File: src/bpc_pkg.sv
// Package for the two-button press classifier: event and item codes,
// register map, configuration and event bundle types, helper functions.
// No dependencies.
package bpc_pkg;

   // default values of the top-level parameters
   localparam int DEF_TIMER_BITS        = 16;
   localparam int DEF_MAX_CLICK_ACTIONS = 3;

   // click actions that have an enable bit in the mask
   localparam int ACTION_SLOTS  = 3;
   localparam int ACT_MASK_BASE = 11;
   localparam int COUNT_MASK_BIT = 15;
   localparam int EVENTS_PER_BUTTON = 6;

   // events one item can cause, and depth of the bundle queue
   localparam int NUM_SLOTS   = 6;
   localparam int SLOT_W      = $clog2(NUM_SLOTS);
   localparam int QUEUE_DEPTH = 2;

   // register port
   localparam int CSR_ADDR_W = 5;
   localparam int CSR_DATA_W = 32;

   localparam logic [15:0] RST_LONG_TIME  = 16'd1000;
   localparam logic [15:0] RST_XLONG_TIME = 16'd3000;
   localparam logic [15:0] RST_GAP_TIME   = 16'd500;

   localparam logic [1:0] MODE_OFF   = 2'd0;
   localparam logic [1:0] MODE_MULTI = 2'd3;

   localparam logic [1:0] LOCK_IGNORE = 2'd0;
   localparam logic [1:0] LOCK_DIRECT = 2'd1;
   localparam logic [1:0] LOCK_INVERT = 2'd2;

   // slots of the event bundle, in output order
   localparam int SLOT_B0_LONG  = 0;
   localparam int SLOT_B0_XLONG = 1;
   localparam int SLOT_B1_LONG  = 2;
   localparam int SLOT_B1_XLONG = 3;
   localparam int SLOT_COUNT    = 4;
   localparam int SLOT_ACTION   = 5;
   localparam int SLOT_LEVEL    = 0;

   typedef enum logic [1:0] {
      KIND_TICK   = 2'd0,
      KIND_BUTTON = 2'd1,
      KIND_LOCK   = 2'd2
   } item_kind_type;

   typedef enum logic [2:0] {
      EV_SHORT_PRESS   = 3'd0,
      EV_SHORT_RELEASE = 3'd1,
      EV_LONG_PRESS    = 3'd2,
      EV_LONG_RELEASE  = 3'd3,
      EV_XLONG_PRESS   = 3'd4,
      EV_XLONG_RELEASE = 3'd5,
      EV_COUNT_REPORT  = 3'd6,
      EV_CLICK_ACTION  = 3'd7
   } evt_code_type;

   typedef enum logic [2:0] {
      REG_BUTTON_MODE  = 3'd0,
      REG_LONG_TIME    = 3'd1,
      REG_XLONG_TIME   = 3'd2,
      REG_GAP_TIME     = 3'd3,
      REG_LONG_EN      = 3'd4,
      REG_XLONG_EN     = 3'd5,
      REG_LOCK_MODE    = 3'd6,
      REG_EVENT_MASK   = 3'd7
   } reg_index_type;

   typedef struct packed {
      logic [1:0]  button_mode;
      logic [15:0] long_time;
      logic [15:0] xlong_time;
      logic [15:0] gap_time;
      logic        long_en;
      logic        xlong_en;
      logic [1:0]  lock_mode;
      logic [15:0] event_mask;
   } cfg_type;

   typedef struct packed {
      evt_code_type code;
      logic         button;
      logic [7:0]   clicks;
   } evt_type;

   typedef struct packed {
      logic [NUM_SLOTS-1:0]    mask;
      evt_type [NUM_SLOTS-1:0] slot;
   } bundle_type;

   // enable bit of a per-button event
   function automatic logic evt_enabled(logic [15:0] mask, logic btn, evt_code_type code);
      logic [3:0] idx;
      idx = (btn ? 4'(EVENTS_PER_BUTTON) : 4'd0) + {1'b0, code};
      return mask[idx];
   endfunction

   function automatic evt_type make_evt(evt_code_type code, logic btn, logic [7:0] clicks);
      evt_type e;
      e.code   = code;
      e.button = btn;
      e.clicks = clicks;
      return e;
   endfunction

endpackage

File: src/bpc_front.sv
// Front end of the press classifier: accepts items, keeps the button,
// click and lock state, and pushes one bundle of events for each item that causes an enabled event.
// Depends on bpc_pkg.
module bpc_front import bpc_pkg::*; #(
   parameter int TIMER_BITS        = DEF_TIMER_BITS,
   parameter int MAX_CLICK_ACTIONS = DEF_MAX_CLICK_ACTIONS
) (
   input  logic          clock,
   input  logic          reset,
   input  cfg_type       cfg,
   input  logic          in_valid,
   output logic          in_ready,
   input  item_kind_type in_kind,
   input  logic          in_sel,
   input  logic          in_level,
   input  logic          q_full,
   output logic          push,
   output bundle_type    push_bundle
);

   logic [1:0]            pressed_ff, pressed_in;
   logic [1:0]            long_ff, long_in;
   logic [1:0]            xlong_ff, xlong_in;
   logic [TIMER_BITS-1:0] hold_ff [2];
   logic [TIMER_BITS-1:0] hold_in [2];
   logic [7:0]            tally_ff, tally_in;
   logic                  armed_ff, armed_in;
   logic [TIMER_BITS-1:0] gap_ff, gap_in;
   logic                  locked_ff, locked_in;
   logic                  accept;

   assign in_ready = !q_full;
   assign accept   = in_valid && !q_full;
   assign push     = accept && (|push_bundle.mask);

   // next state and event bundle for the accepted item
   always_comb begin
      logic [TIMER_BITS-1:0] h;
      logic [TIMER_BITS-1:0] g;
      logic [7:0]            n;
      logic                  act_ok;
      logic                  was_long;
      pressed_in  = pressed_ff;
      long_in     = long_ff;
      xlong_in    = xlong_ff;
      hold_in     = hold_ff;
      tally_in    = tally_ff;
      armed_in    = armed_ff;
      gap_in      = gap_ff;
      locked_in   = locked_ff;
      push_bundle = '0;
      h           = '0;
      g           = '0;
      n           = tally_ff;
      act_ok      = 1'b0;
      was_long    = 1'b0;
      if (accept && cfg.button_mode != MODE_OFF) begin
         unique case (in_kind)
            KIND_TICK: begin
               // hold checks, button 0 then button 1
               for (int b = 0; b < 2; b++) begin
                  if (pressed_ff[b] && (cfg.long_en || cfg.xlong_en)) begin
                     h = (hold_ff[b] == '1) ? hold_ff[b] : hold_ff[b] + 1'b1;
                     hold_in[b] = h;
                     if (!long_ff[b] && 32'(h) >= 32'(cfg.long_time)) begin
                        long_in[b] = 1'b1;
                        push_bundle.mask[2*b] =
                           evt_enabled(cfg.event_mask, 1'(b), EV_LONG_PRESS);
                        push_bundle.slot[2*b] = make_evt(EV_LONG_PRESS, 1'(b), 8'd0);
                     end
                     if (cfg.xlong_en && !xlong_ff[b] && 32'(h) >= 32'(cfg.xlong_time)) begin
                        xlong_in[b] = 1'b1;
                        push_bundle.mask[2*b+1] =
                           evt_enabled(cfg.event_mask, 1'(b), EV_XLONG_PRESS);
                        push_bundle.slot[2*b+1] = make_evt(EV_XLONG_PRESS, 1'(b), 8'd0);
                     end
                  end
               end
               // quiet gap after the last click
               if (armed_ff) begin
                  g = (gap_ff == '1) ? gap_ff : gap_ff + 1'b1;
                  gap_in = g;
                  if (cfg.button_mode == MODE_MULTI && !pressed_ff[0] &&
                      32'(g) >= 32'(cfg.gap_time)) begin
                     act_ok = (n >= 8'd1) && (32'(n) <= 32'(MAX_CLICK_ACTIONS)) &&
                              (n <= 8'(ACTION_SLOTS)) &&
                              cfg.event_mask[4'(ACT_MASK_BASE) + n[3:0]];
                     push_bundle.mask[SLOT_COUNT]  = cfg.event_mask[COUNT_MASK_BIT];
                     push_bundle.slot[SLOT_COUNT]  = make_evt(EV_COUNT_REPORT, 1'b0, n);
                     push_bundle.mask[SLOT_ACTION] = act_ok;
                     push_bundle.slot[SLOT_ACTION] = make_evt(EV_CLICK_ACTION, 1'b0, n);
                     tally_in = '0;
                     armed_in = 1'b0;
                     gap_in   = '0;
                  end
               end
            end
            KIND_BUTTON: begin
               if (in_level && !pressed_ff[in_sel] && !locked_ff) begin
                  // press
                  if (cfg.button_mode == MODE_MULTI && !in_sel) begin
                     tally_in = (tally_ff == 8'hFF) ? tally_ff : tally_ff + 8'd1;
                     armed_in = 1'b1;
                     gap_in   = '0;
                  end else begin
                     push_bundle.mask[SLOT_LEVEL] =
                        evt_enabled(cfg.event_mask, in_sel, EV_SHORT_PRESS);
                     push_bundle.slot[SLOT_LEVEL] = make_evt(EV_SHORT_PRESS, in_sel, 8'd0);
                  end
                  pressed_in[in_sel] = 1'b1;
                  long_in[in_sel]    = 1'b0;
                  xlong_in[in_sel]   = 1'b0;
                  hold_in[in_sel]    = '0;
               end else if (!in_level && pressed_ff[in_sel]) begin
                  // release
                  was_long = long_ff[in_sel] || xlong_ff[in_sel];
                  if (xlong_ff[in_sel]) begin
                     push_bundle.mask[SLOT_LEVEL] =
                        evt_enabled(cfg.event_mask, in_sel, EV_XLONG_RELEASE);
                     push_bundle.slot[SLOT_LEVEL] = make_evt(EV_XLONG_RELEASE, in_sel, 8'd0);
                  end else if (long_ff[in_sel]) begin
                     push_bundle.mask[SLOT_LEVEL] =
                        evt_enabled(cfg.event_mask, in_sel, EV_LONG_RELEASE);
                     push_bundle.slot[SLOT_LEVEL] = make_evt(EV_LONG_RELEASE, in_sel, 8'd0);
                  end else if (cfg.button_mode == MODE_MULTI) begin
                     if (!in_sel) begin
                        armed_in = 1'b1;
                        gap_in   = '0;
                     end
                  end else begin
                     push_bundle.mask[SLOT_LEVEL] =
                        evt_enabled(cfg.event_mask, in_sel, EV_SHORT_RELEASE);
                     push_bundle.slot[SLOT_LEVEL] = make_evt(EV_SHORT_RELEASE, in_sel, 8'd0);
                  end
                  if (was_long && !in_sel) begin
                     tally_in = '0;
                     armed_in = 1'b0;
                     gap_in   = '0;
                  end
                  pressed_in[in_sel] = 1'b0;
                  long_in[in_sel]    = 1'b0;
                  xlong_in[in_sel]   = 1'b0;
                  hold_in[in_sel]    = '0;
               end
            end
            KIND_LOCK: begin
               if (cfg.lock_mode != LOCK_IGNORE) begin
                  if (cfg.lock_mode == LOCK_DIRECT) begin
                     locked_in = in_level;
                  end else if (cfg.lock_mode == LOCK_INVERT) begin
                     locked_in = !in_level;
                  end
                  pressed_in = '0;
                  long_in    = '0;
                  xlong_in   = '0;
                  hold_in[0] = '0;
                  hold_in[1] = '0;
                  tally_in   = '0;
                  armed_in   = 1'b0;
                  gap_in     = '0;
               end
            end
            default: begin
            end
         endcase
      end
   end

   // state registers
   always_ff @(posedge clock) begin
      if (reset) begin
         pressed_ff <= '0;
         long_ff    <= '0;
         xlong_ff   <= '0;
         hold_ff[0] <= '0;
         hold_ff[1] <= '0;
         tally_ff   <= '0;
         armed_ff   <= 1'b0;
         gap_ff     <= '0;
         locked_ff  <= 1'b0;
      end else begin
         pressed_ff <= pressed_in;
         long_ff    <= long_in;
         xlong_ff   <= xlong_in;
         hold_ff    <= hold_in;
         tally_ff   <= tally_in;
         armed_ff   <= armed_in;
         gap_ff     <= gap_in;
         locked_ff  <= locked_in;
      end
   end

endmodule

File: src/bpc_queue.sv
// Short bundle queue between the front and back ends of the classifier.
// Depends on bpc_pkg.
module bpc_queue import bpc_pkg::*; #(
   parameter int DEPTH = QUEUE_DEPTH
) (
   input  logic       clock,
   input  logic       reset,
   input  logic       push,
   input  bundle_type push_data,
   input  logic       pop,
   output bundle_type head,
   output logic       empty,
   output logic       full
);

   localparam int PTR_W = (DEPTH > 1) ? $clog2(DEPTH) : 1;
   localparam int CNT_W = $clog2(DEPTH + 1);

   bundle_type       mem_ff [DEPTH];
   logic [PTR_W-1:0] wr_ptr_ff, wr_ptr_in;
   logic [PTR_W-1:0] rd_ptr_ff, rd_ptr_in;
   logic [CNT_W-1:0] count_ff, count_in;

   assign empty = (count_ff == '0);
   assign full  = (count_ff == CNT_W'(DEPTH));
   assign head  = mem_ff[rd_ptr_ff];

   // pointer and fill count update
   always_comb begin
      wr_ptr_in = wr_ptr_ff;
      rd_ptr_in = rd_ptr_ff;
      count_in  = count_ff;
      if (push) begin
         wr_ptr_in = (wr_ptr_ff == PTR_W'(DEPTH - 1)) ? '0 : wr_ptr_ff + 1'b1;
      end
      if (pop) begin
         rd_ptr_in = (rd_ptr_ff == PTR_W'(DEPTH - 1)) ? '0 : rd_ptr_ff + 1'b1;
      end
      if (push && !pop) begin
         count_in = count_ff + 1'b1;
      end else if (pop && !push) begin
         count_in = count_ff - 1'b1;
      end
   end

   always_ff @(posedge clock) begin
      if (reset) begin
         wr_ptr_ff <= '0;
         rd_ptr_ff <= '0;
         count_ff  <= '0;
      end else begin
         wr_ptr_ff <= wr_ptr_in;
         rd_ptr_ff <= rd_ptr_in;
         count_ff  <= count_in;
      end
   end

   // bundle storage
   always_ff @(posedge clock) begin
      if (push) begin
         mem_ff[wr_ptr_ff] <= push_data;
      end
   end

endmodule

File: src/bpc_back.sv
// Back end of the classifier: walks the head bundle one event per cycle
// (while out_ready lets it) into the output register and marks the final
// event of each item. Depends on bpc_pkg.
module bpc_back import bpc_pkg::*; (
   input  logic         clock,
   input  logic         reset,
   input  bundle_type   head,
   input  logic         empty,
   output logic         pop,
   output logic         out_valid,
   input  logic         out_ready,
   output evt_code_type out_code,
   output logic         out_button,
   output logic [7:0]   out_clicks,
   output logic         out_last
);

   logic [NUM_SLOTS-1:0] done_ff, done_in;
   logic                 valid_ff, valid_in;
   evt_type              evt_ff;
   logic                 last_ff;
   logic [NUM_SLOTS-1:0] remain;
   logic [NUM_SLOTS-1:0] pick;
   logic [SLOT_W-1:0]    sel;
   logic                 load;
   logic                 emit;
   logic                 last;

   assign out_valid  = valid_ff;
   assign out_code   = evt_ff.code;
   assign out_button = evt_ff.button;
   assign out_clicks = evt_ff.clicks;
   assign out_last   = last_ff;

   // lowest pending event of the head bundle
   always_comb begin
      remain = head.mask & ~done_ff;
      sel    = '0;
      for (int i = NUM_SLOTS - 1; i >= 0; i--) begin
         if (remain[i]) begin
            sel = SLOT_W'(i);
         end
      end
      pick     = NUM_SLOTS'(1) << sel;
      last     = ((remain & ~pick) == '0);
      load     = !valid_ff || out_ready;
      emit     = load && !empty;
      pop      = emit && last;
      done_in  = pop ? '0 : (emit ? (done_ff | pick) : done_ff);
      valid_in = emit ? 1'b1 : (out_ready ? 1'b0 : valid_ff);
   end

   always_ff @(posedge clock) begin
      if (reset) begin
         done_ff  <= '0;
         valid_ff <= 1'b0;
      end else begin
         done_ff  <= done_in;
         valid_ff <= valid_in;
      end
   end

   // output payload
   always_ff @(posedge clock) begin
      if (emit) begin
         evt_ff  <= head.slot[sel];
         last_ff <= last;
      end
   end

endmodule

File: src/button_press_classifier.sv
// Top level of the two-button press classifier: register port, front end,
// bundle queue and back end. Depends on bpc_pkg, bpc_front, bpc_queue, bpc_back.
//
// Use: items enter on the req_ stream (tuser = item kind; tdata = button
// select, level). Tick items mark one millisecond; level items report a
// button or lock level. Events leave on the rsp_ stream (tuser = event code;
// tdata = button, clicks; tlast on the final event caused by one item).
// Registers must be written through the csr_ port only while the block is
// idle; the block itself does not enforce this. The accepting edge queues
// the item's events; from the queue the first one is loaded into the output
// register, raising rsp_tvalid. Events of one item leave the output register
// one per cycle while rsp_tready is high; a tick can cause up to 6 events.
// The front end takes one item per cycle while the two-entry bundle queue has
// room; sustained throughput is set by the output port, at one event per cycle.
// When rsp_tready is low, the output register holds, the queue fills and
// req_tready drops once both queue entries are taken.
// Reset clears all button, click and lock state, loads register defaults
// and empties the queue and output register.
module button_press_classifier import bpc_pkg::*; #(
   parameter int MAX_CLICK_ACTIONS = DEF_MAX_CLICK_ACTIONS,
   parameter int TIMER_BITS        = DEF_TIMER_BITS
) (
   input  logic                  clock,
   input  logic                  reset,
   // input stream
   input  logic                  req_tvalid,
   output logic                  req_tready,
   input  logic [7:0]            req_tdata,   // [0] button_select, [1] level
   input  logic [1:0]            req_tuser,   // [1:0] item_kind
   // event stream
   output logic                  rsp_tvalid,
   input  logic                  rsp_tready,
   output logic [15:0]           rsp_tdata,   // [0] event_button, [8:1] clicks
   output logic [2:0]            rsp_tuser,   // [2:0] event_code
   output logic                  rsp_tlast,
   // register port
   input  logic                  csr_psel,
   input  logic                  csr_penable,
   input  logic                  csr_pwrite,
   input  logic [CSR_ADDR_W-1:0] csr_paddr,
   input  logic [CSR_DATA_W-1:0] csr_pwdata,
   output logic [CSR_DATA_W-1:0] csr_prdata,
   output logic                  csr_pready
);

   cfg_type       cfg_ff;
   reg_index_type reg_idx;
   logic          csr_wr;
   logic          push;
   logic          pop;
   logic          q_empty;
   logic          q_full;
   bundle_type    push_bundle;
   bundle_type    head;
   evt_code_type  out_code;
   logic          out_button;
   logic [7:0]    out_clicks;

   assign csr_pready = 1'b1;
   assign reg_idx    = reg_index_type'(csr_paddr[CSR_ADDR_W-1:2]);
   assign csr_wr     = csr_psel && csr_penable && csr_pwrite && csr_pready;

   // configuration registers
   always_ff @(posedge clock) begin
      if (reset) begin
         cfg_ff.button_mode <= MODE_OFF;
         cfg_ff.long_time   <= RST_LONG_TIME;
         cfg_ff.xlong_time  <= RST_XLONG_TIME;
         cfg_ff.gap_time    <= RST_GAP_TIME;
         cfg_ff.long_en     <= 1'b0;
         cfg_ff.xlong_en    <= 1'b0;
         cfg_ff.lock_mode   <= LOCK_IGNORE;
         cfg_ff.event_mask  <= '0;
      end else if (csr_wr) begin
         unique case (reg_idx)
            REG_BUTTON_MODE: cfg_ff.button_mode <= csr_pwdata[1:0];
            REG_LONG_TIME:   cfg_ff.long_time   <= csr_pwdata[15:0];
            REG_XLONG_TIME:  cfg_ff.xlong_time  <= csr_pwdata[15:0];
            REG_GAP_TIME:    cfg_ff.gap_time    <= csr_pwdata[15:0];
            REG_LONG_EN:     cfg_ff.long_en     <= csr_pwdata[0];
            REG_XLONG_EN:    cfg_ff.xlong_en    <= csr_pwdata[0];
            REG_LOCK_MODE:   cfg_ff.lock_mode   <= csr_pwdata[1:0];
            REG_EVENT_MASK:  cfg_ff.event_mask  <= csr_pwdata[15:0];
            default: begin
            end
         endcase
      end
   end

   // register read back
   always_comb begin
      unique case (reg_idx)
         REG_BUTTON_MODE: csr_prdata = CSR_DATA_W'(cfg_ff.button_mode);
         REG_LONG_TIME:   csr_prdata = CSR_DATA_W'(cfg_ff.long_time);
         REG_XLONG_TIME:  csr_prdata = CSR_DATA_W'(cfg_ff.xlong_time);
         REG_GAP_TIME:    csr_prdata = CSR_DATA_W'(cfg_ff.gap_time);
         REG_LONG_EN:     csr_prdata = CSR_DATA_W'(cfg_ff.long_en);
         REG_XLONG_EN:    csr_prdata = CSR_DATA_W'(cfg_ff.xlong_en);
         REG_LOCK_MODE:   csr_prdata = CSR_DATA_W'(cfg_ff.lock_mode);
         REG_EVENT_MASK:  csr_prdata = CSR_DATA_W'(cfg_ff.event_mask);
         default:         csr_prdata = '0;
      endcase
   end

   bpc_front #(
      .TIMER_BITS        (TIMER_BITS),
      .MAX_CLICK_ACTIONS (MAX_CLICK_ACTIONS)
   ) u_front (
      .clock       (clock),
      .reset       (reset),
      .cfg         (cfg_ff),
      .in_valid    (req_tvalid),
      .in_ready    (req_tready),
      .in_kind     (item_kind_type'(req_tuser)),
      .in_sel      (req_tdata[0]),
      .in_level    (req_tdata[1]),
      .q_full      (q_full),
      .push        (push),
      .push_bundle (push_bundle)
   );

   bpc_queue #(
      .DEPTH (QUEUE_DEPTH)
   ) u_queue (
      .clock     (clock),
      .reset     (reset),
      .push      (push),
      .push_data (push_bundle),
      .pop       (pop),
      .head      (head),
      .empty     (q_empty),
      .full      (q_full)
   );

   bpc_back u_back (
      .clock      (clock),
      .reset      (reset),
      .head       (head),
      .empty      (q_empty),
      .pop        (pop),
      .out_valid  (rsp_tvalid),
      .out_ready  (rsp_tready),
      .out_code   (out_code),
      .out_button (out_button),
      .out_clicks (out_clicks),
      .out_last   (rsp_tlast)
   );

   assign rsp_tuser = out_code;
   assign rsp_tdata = {7'd0, out_clicks, out_button};

endmodule

File: config.mk
export PLATFORM = sky130hd
export DESIGN_NAME = button_press_classifier
export DESIGN_NICKNAME = d
export VERILOG_FILES = /design/src/bpc_pkg.sv /design/src/bpc_front.sv /design/src/bpc_queue.sv /design/src/bpc_back.sv /design/src/button_press_classifier.sv
export SDC_FILE = /design/constraint.sdc
export NUM_CORES = 1
export LEC_CHECK = 0
export ABC_AREA = 1
export ABC_CLOCK_PERIOD_IN_PS = 6500
export BUFFER_PORTS_ARGS = -buffer_cell sky130_fd_sc_hd__buf_2
export CAP_MARGIN = 10
export CORE_UTILIZATION = 45
export DETAILED_ROUTE_END_ITERATION = 10
export GPL_TIMING_DRIVEN = 0
export PLACE_DENSITY = 0.73
export SLEW_MARGIN = 15
export SYNTH_ARGS = -nofsm -noshare
export SYNTH_HDL_FRONTEND = slang
export SYNTH_HIERARCHICAL = 1
export SYNTH_SLANG_ARGS = --single-unit
File: constraint.sdc
create_clock -name clock -period 6.5 [get_ports clock]
set_clock_uncertainty 0.2 [all_clocks]
set_input_delay 0.975 -clock clock [delete_from_list [all_inputs] [get_ports clock]]
set_output_delay 0.975 -clock clock [all_outputs]
set_load 0.02 [all_outputs]
# Word level (Yosys, flattened, before mapping)
# Memory sizes are Yosys's and may differ from the RTL's. A register that Yosys moved wholly into a read port is not among the register bits.
# Cells that the tools add are included.
# word_totals
register_bits,158
latch_bits,0
mem_bits_rw,156
romBits,0
inputBits,54
output_inout_bits,55
wordCells,320
mem_count,1
# op_classes
n_addsub,12
n_mul,0
div_mod_pow,0
n_lt_le_gt_ge,18
eq_ne,34
shift,1
mux,135
bitwise_logic,13
n_reduce_logical,78
# memory_table
memory,depth,width,read_ports,rd_clocked_by_memory_dff,write_ports,line_no,rtl
u_queue.mem_ff,2,78,1,1,1,bpc_queue.sv:19,bundle_type mem_ff [DEPTH];
# ops
op,n
16-bit two-way mux,17
32-bit one-hot mux with 8 select lines,1
24-bit two-way mux,4
32-bit two-way mux,3
32-bit one-hot mux with 3 select lines,1
12-bit two-way mux,7
16-bit >= comparator,5
78-bit two-way mux,1
8-bit two-way mux,8
60-bit two-way mux,1
1-bit two-way mux,51
"16-bit by 1-bit adder with 16-bit output, second input constant",3
"16-bit equality test, second input constant",3
16-bit one-hot mux with 3 select lines,1
12-bit binary-select mux with 3-bit select,1
32-bit AND,1
32-bit inverter,1
1-bit logical AND,29
2-bit two-way mux,13
12-bit one-hot mux with 2 select lines,1
8-bit one-hot mux with 3 select lines,1
6-bit AND reduction,4
11-bit two-way mux,2
3-bit two-way mux,7
other kinds (61),125

# Depth between registers and ports, before layout
# Gate-level depths: netlist of the first run.
# logic_depth
ltp_word,17
mapped_depth,28
ltp_nobuf,28

# Hierarchy
# Netlist of the first run, hierarchy kept.
# by_module_without_submodules
module,n_inst,cells_each,area_each_um2,seq_area_each_um2
bpc_front,1,1175,7349.5,1281.2
bpc_queue,1,276,5934.4,4784.6
button_press_classifier,1,460,3325.7,1401.3
bpc_back,1,215,1505.2,530.5

# Worst setup path after synthesis of the first run
# OpenSTA, ideal clock, no wires.
# synth_path
kind,reg2reg
from,register u_front.gap_ff[0]
to,"memory u_queue/mem_ff[0][0] (netlist bit), enable pin"
setup_ps,516
arrival_time_ps,5949
setup_slack_ps,-166
path_stages_with_launch,19
path_buffers,0
cell_sequence,dfxtp_1 ha_1 nand3_1 inv_1 nand2_1 nor2_1 inv_1 nand2_1 ha_1 nand4_1 nor3_1 nand3_1 nand3_1 nand3_1 nor2_1 nor2_1 nand2_1 inv_1 nor2_1
# synth_rtl
item,line_no,rtl
from (decl),bpc_front.sv:28,"logic [TIMER_BITS-1:0] gap_ff, gap_in;"
from (signal assigned),bpc_front.sv:188,gap_ff <= gap_in;
to (decl),bpc_queue.sv:19,

==> results of run 1 <==
-- worst paths after layout --
kind | startpoint | end | slack [ps] | cells after the start
worst min register to register | u_front/locked_ff | u_front/locked_ff | 250 | 2
worst min-delay path | u_front/locked_ff | u_front/locked_ff | 250 | 2
worst max-delay path | u_front/gap_ff[0] | u_queue/mem_ff[1][0] | 1360 | 19
worst max register to register | u_front/gap_ff[0] | u_queue/mem_ff[1][0] | 1360 | 19
-- layout make-up --
cell class,instances,area (um2),area share (%)
Multi-Input combinational cell,1495,8420,41.0
Sequential cell,315,8000,38.9
Buffer,146,1050,5.11
Clock buffer,48,966,4.70
Inverter,233,893,4.35
Tap cell,525,657,3.20
Timing Repair Buffer,60,375,1.83
Clock inverter,17,188,0.913
-- kinds of logic after synthesis --
| kind of cell | after synthesis | synth area share (%) |
|---|---|---|
| xor+xnor | 28 | 1.35 |
| mux | 79 | 5.32 |
| compound gates | 268 | 8.09 |
| simple gates | 961 | 23.9 |
| other cells | 3 | 0.0622 |
| fa+ha+maj | 93 | 6.42 |
| flops | 315 | 44.1 |
| buf+inv | 379 | 10.7 |
-- layer usage --
| metal | part of all wire (%) | vias up | track usage, % |
|---|---|---|---|
| li1 | - | 7227 | - |
| met1 | 42 | 6845 | 28.7 |
| met2 | 49 | 446 | 39.8 |
| met3 | 5.9 | 88 | 3.82 |
| met4 | 3.4 | 0 | 8.43 |
| met5 | 0 | - | 0 |
-- sequential cells by signal, indices dropped and copies added (netlist names), named ones only --
register	flops
u_front/gap_ff	16
u_back/out_clicks	8
u_front/long_ff	2
u_front/xlong_ff	2
u_front/armed_ff	1
u_back/out_valid	1
u_front/pressed_ff	2
u_back/out_code	3
u_queue/count_ff	2
u_queue/rd_ptr_ff	1
cfg_ff	70
u_front/tally_ff	8
u_queue/mem_ff	156
u_front/locked_ff	1
u_back/out_last	1
u_queue/wr_ptr_ff	1
u_back/done_ff	6
u_front/hold_ff	32
u_back/out_button	1
-- layout by cell type (no fill, tap or decap), drive strengths merged, types with 2 or more instances in the layout --
master  synthesis  final
o31ai           3      3
and2            5      5
o21a            3      3
nor4            2      2
nand3         121    121
or2             3      3
mux2           78     78
o21bai          4      4
a21oi         139    139
inv           228    230
a21o            2      2
o21ai         110    110
a31oi           4      4
conb            3     66
clkbuf         19     67
xnor2          11     11
dfxtp         146    146
edfxtp        169    169
buf           127    187
nor3           31     31
nand4          55     55
clkinv          5     17
bufinv          0      3
nor3b           4      4
nand3b          3      3
xor2           17     17
nand2         481    481
nor2          255    255
ha             93     93
-- critical path, stage by stage (launching register included) --
cell,delay (ps)
dfxtp_1,510
ha_1,270
nand3_1,170
inv_1,160
nand2_1,90
nor2_1,450
inv_1,200
nand2_1,170
ha_1,180
nand4_1,100
nor3_1,230
nand3_1,100
nand3_1,250
nand3_1,380
nor2_1,300
nor2_1,90
nand2_1,130
nand2_1,110
inv_4,380
buf_16,310
-- power by group through the flow --
stage | Sequential, W | Clock, W | Combinational, W
final | 0.00210 | 0.00200 | 0.000207
after global routing | 0.00210 | 0.00212 | 0.000225
after CTS | 0.00210 | 0.00205 | 0.000202
after detailed placement | 0.00214 | 0 | 0.000201
after global placement | 0.00214 | 0 | 0.000199
after floorplan | 0.00214 | 0 | 0.000142
-- metrics by stage --
| step | hold WS (ps) | instances | instance area (um2) | power [W] |
|---|---|---|---|---|
| final | 250 | 2839 | 20500 | 0.00431 |
| after global routing | 273 | 2839 | 20500 | 0.00445 |
| after CTS | 248 | 2839 | 20500 | 0.00435 |
| after detailed placement | 238 | 2774 | 19400 | 0.00234 |
| after global placement | 240 | 2770 | 19300 | 0.00234 |
| after floorplan | 224 | 2189 | 18400 | 0.00228 |
==> results.txt, run 1 <==
pre-CTS setup slack: 1410 ps
EDFF count, synth: 169
most frequent cell after synthesis: nand2_1
drt via density: 5.14
Max Clock Freq: 194 MHz
final wirelength: 47,200 um
Yosys cell types: 59
Hold Fails Final Rpt: 0
final net count: 2,434
Core ar.: 39,700 um2
fin crit share: 79.1%
Total GRT Usage: 23.0%
Sw Share: 22.7%
leakage power: 8.99 nW
CTS tree: done
Peak VDD IR: 0.185 mV
Synth top cells by count: 455 x nand2_1, 231 x nor2_1, 218 x inv_1, 169 x edfxtp_1, 146 x dfxtp_1
Startpoint Class: flop
Yosys warning total: 6
share of cells above drive strength 1: 17.9%
post-layout util: 51.7%
H-tree levels: 2
Clk pwr share: 46.5%
Avg Cell Area, Syn: 8.52 um2
required time worst endpoint: 6530 ps
Hold-fix buffers, CTS: 0
worst hold path type: reg2reg
total negative slack: 0 ps
Clock Path Buffers: 3
register area share after synthesis: 44.1%
Area contributors post-synth: edfxtp_1 28%, dfxtp_1 16%, nand2_1 9.4%, ha_1 6.4%, nor2_1 4.8%
placer congestion estimate: 0.926
NetSw: 0.000977 W
Rows: 73
Comb pwr share: 4.8%
DRT Pass-1 Iters: 6
number of buffers created by CTS: 36
maxcap violations: 0
Rel. slew slack: 29.3%
Cell Int Power: 0.00333 W
clk_lat worst skew: 560 ps
Detail Route Antenna Nets: 0
power per cell area: 210 nW/um2
number of port buffers: 56
Initial DRC Count: 1,118
mapped cell area: 18,100 um2
area share of the largest cell type after synthesis: 28.0%
initial antenna violation count: 0
Pins Over Slew Limit: 0
Synth Register Bits: 315
# Post-CTS Setup Buffers: 0
crit path DAT: 5180 ps
Residual DRC: 0
fin worst setup slack: 1360 ps
Synth area leader: edfxtp_1
largest net degree at the start of global routing: 48
top_reg_cell synth: edfxtp_1
status: completed
vias in the first global route: 14,100
number of fill cells: 3,712
Reg power frac: 48.7%
Synth async-reset ratio: 0%
Syn Inst Count: 2,126
ANT cells: 0
Final setup viols: 0
first-pass GRT wire length: 74,300 um
CTS root buf: clkbuf_16
starting density of the core: 45.6%
Avg WL per Cell: 16.6 um
die width: 203 um
DR vias: 14,600
worst slew pin tran: 1060 ps
Resized cells post-CTS: 0
Period minus WS final: 5140 ps
CP max FO: 47
clock sinks: 315
unrepaired setup endpoints after global routing: no
WS Path Type: reg2reg
Area growth syn-to-layout: 13.4%
die area: 41,100 um2
Die H: 203 um
total gr overflow: 0
crit end category: flop
post-DP HPWL: 35,600 um
I/O pin cnt: 109
Reg clk slew, reported paths: 60 ps
Note: power is estimated with default switching activity, not from simulation.
==> run 2, diff against run 1 <==
--- a/config.mk
+++ b/config.mk
@@ -6,7 +6,7 @@
 export NUM_CORES = 1
 export LEC_CHECK = 0
 export ABC_AREA = 1
-export ABC_CLOCK_PERIOD_IN_PS = 6500
+export ABC_CLOCK_PERIOD_IN_PS = 4300
 export BUFFER_PORTS_ARGS = -buffer_cell sky130_fd_sc_hd__buf_2
 export CAP_MARGIN = 10
 export CORE_UTILIZATION = 45
==> constraint.sdc (replaced) <==
create_clock -name clock -period 4.3 [get_ports clock]
set_clock_uncertainty 0.2 [all_clocks]
set_input_delay 0.645 -clock clock [delete_from_list [all_inputs] [get_ports clock]]
set_output_delay 0.645 -clock clock [all_outputs]
set_load 0.02 [all_outputs]
==> results.txt, run 2 (synthesized netlist as in run 1, its figures left out) <==
Rows: 73 (unchanged)
share of cells above drive strength 1: 19.9% (+2.0 points)
GRT met3 Usage: 4.94% (+1.1 points)
first-pass GRT wire length: 75,800 um (+1.9%)
Clock Path Buffers: 3 (unchanged)
Final setup viols: 0 (unchanged)
Reg with most FFs: u_queue/mem_ff
CP max FO: 27 (-43%)
leakage power: 9.11 nW (+1.3%)
die area: 41,100 um2 (unchanged)
cell family with most CP delay: simple AND/OR/NAND/NOR gates
status: completed
Residual DRC: 0 (unchanged)
largest net degree at the start of global routing: 33 (-31%)
Initial DRC Count: 1,267 (+13%)
Startpoint Class: flop
vias in the first global route: 14,300 (+0.91%)
Clk pwr share: 47.0% (+0.5 points)
post-DP HPWL: 36,000 um (+0.98%)
crit path DAT: 4170 ps (-1010 ps)
most common cell after layout, fill and taps aside: nand2_1
Total GRT Usage: 23.5% (+0.53 points)
Pins Over Slew Limit: 0 (unchanged)
clk_lat worst skew: 560 ps (about the same)
number of port buffers: 56 (unchanged)
power per cell area: 316 nW/um2 (+51%)
commonest non-fill, non-tap cells in the layout: 452 x nand2_1, 220 x nor2_1, 214 x inv_1
drt via density: 5.21 (+1.2%)
number of fill cells: 3,641 (-1.9%)
Reg power frac: 48.2% (-0.5 points)
Detail Route Antenna Nets: 0 (unchanged)
Die H: 203 um (unchanged)
fin crit share: 95.9% (+17 points)
DR vias: 14,800 (+1.5%)
Reg clk slew, reported paths: 60 ps (about the same)
crit path cell chain: nand3_1, nor2_2, nand3_1, nor2_4, nand3_1, o21ai_0, nand3_2, ha_1, nand4_1, nor3_2, nand3_1, nand3_2, nand4_1, nand2_1, nor2_1, nand2_2, inv_2, nor2_4, buf_4, buf_12
number of buffers created by CTS: 35 (-2.8%)
Rel. slew slack: 35.1% (+5.8 points)
total gr overflow: 0 (unchanged)
worst hold path type: in2reg
crit end category: flop
Core ar.: 39,700 um2 (unchanged)
placer congestion estimate: 0.966 (+4.3%)
worst slew pin tran: 973 ps (-86.9 ps)
Hold Fails Final Rpt: 0 (unchanged)
required time worst endpoint: 4350 ps (-2180 ps)
DRT Pass-1 Iters: 6 (unchanged)
CTS tree: done
Buf+Inv Stages, Crit Path: 3 (-1)
initial antenna violation count: 1 (+1)
H-tree levels: 2 (unchanged)
I/O pin cnt: 109 (unchanged)
CP dominant cell by count: nand3_1
Slowest-stage cell, CP: dfxtp_1
Avg WL per Cell: 17.0 um (+2.3%)
met2 global-route usage: 39.2% (-0.67 points)
Largest register FFs: 156 (unchanged)
final wirelength: 48,500 um (+2.7%)
Peak VDD IR: 0.368 mV (+99%)
Comb pwr share: 4.8% (about the same)
Area growth syn-to-layout: 15.2%
M1 GR Usage: 29.1% (+0.38 points)
final instance area: 20,900 um2 (+1.5%)
post-layout util: 52.5% (+0.79 points)
Hold-fix buffers, CTS: 0 (unchanged)
Largest regs: u_queue/mem_ff x156, cfg_ff x70, u_front/hold_ff x32
Sw Share: 22.8% (+0.14 points)
Max Clock Freq: 242 MHz (+25%)
WS Path Type: reg2reg
starting density of the core: 45.6% (unchanged)
most used routing layer in global routing: met2
Period minus WS final: 4130 ps (-1020 ps)
Cell Int Power: 0.00508 W (+53%)
final net count: 2,442 (+0.33%)
die width: 203 um (unchanged)
maxcap violations: 0 (unchanged)
CP peak stage delay: 430 ps (-80 ps)
CTS root buf: clkbuf_16
pre-CTS setup slack: -575 ps (-1980 ps)
clock sinks: 315 (unchanged)
fin worst setup slack: 175 ps (-1180 ps)
NetSw: 0.00150 W (+54%)
Post-DP Area: 19,400 um2 (+0.18%)
==> run 2: what timing repair did <==
action                     CTS  global route
setup endpoints to repair  158           159
pin swaps                    0             7
setup buffers                2             3
cloned                       1             2
gates resized for setup     14            23
==> run 2: final timing paths <==
path              slack, ps                     to                from  cells past startpoint
hold / removal          170             cfg_ff[22]       csr_pwdata[2]                      3
setup reg to reg        170  u_queue/mem_ff[0][29]  u_front/hold_ff[0]                     20
hold reg to reg         260     u_front/long_ff[0]  u_front/long_ff[0]                      2
setup / recovery        170  u_queue/mem_ff[0][29]  u_front/hold_ff[0]                     20
==> run 2: per-layer routing <==
metal	wire, um	up-vias
met4	2390	0
met1	20100	6923
met2	22500	519
met3	3510	134
met5	0	-
li1	-	7248
==> run 2: cell type report <==
cell class,instances,area (um2),area share [%]
repair inverters,1,7.51,0.0360
clock inverters,17,233,1.12
repair buffers,68,475,2.28
diodes,1,2.50,0.0120
clock buffers,47,951,4.56
inverters,233,895,4.29
multi-input cells,1495,8590,41.2
well taps,525,657,3.15
flip-flops and latches,315,8000,38.4
plain buffers,146,1050,5.03
==> run 2: stage by stage <==
stage,hold slack (ps),instances,setup TNS [ps],total power [W]
6_report,171,2848,0,0.00659
5_1_grt,176,2848,-5720,0.00679
4_1_cts,153,2842,0,0.00663
3_5_place_dp,254,2775,-53510,0.00354
3_3_place_gp,246,2770,-247890,0.00354
2_1_floorplan,224,2189,0,0.00345
==> run 2: power by group through the flow <==
stage                     Sequential, W  Clock, W  Combinational [W]
after global routing            0.00317   0.00327           0.000342
after floorplan                 0.00323         0           0.000214
after CTS                       0.00317   0.00316           0.000306
after global placement          0.00324         0           0.000300
after detailed placement        0.00324         0           0.000304
final                           0.00317   0.00310           0.000315
==> run 2: worst register-to-register path: cells and delay by family (launching register included) <==
family                     cells  cell delay, ps
and+or+nand+nor               15            2130
AOI/OAI and AO/OA              1             260
buffers and inverters          3             410
adders and majority gates      1             370
DFF                            1             430
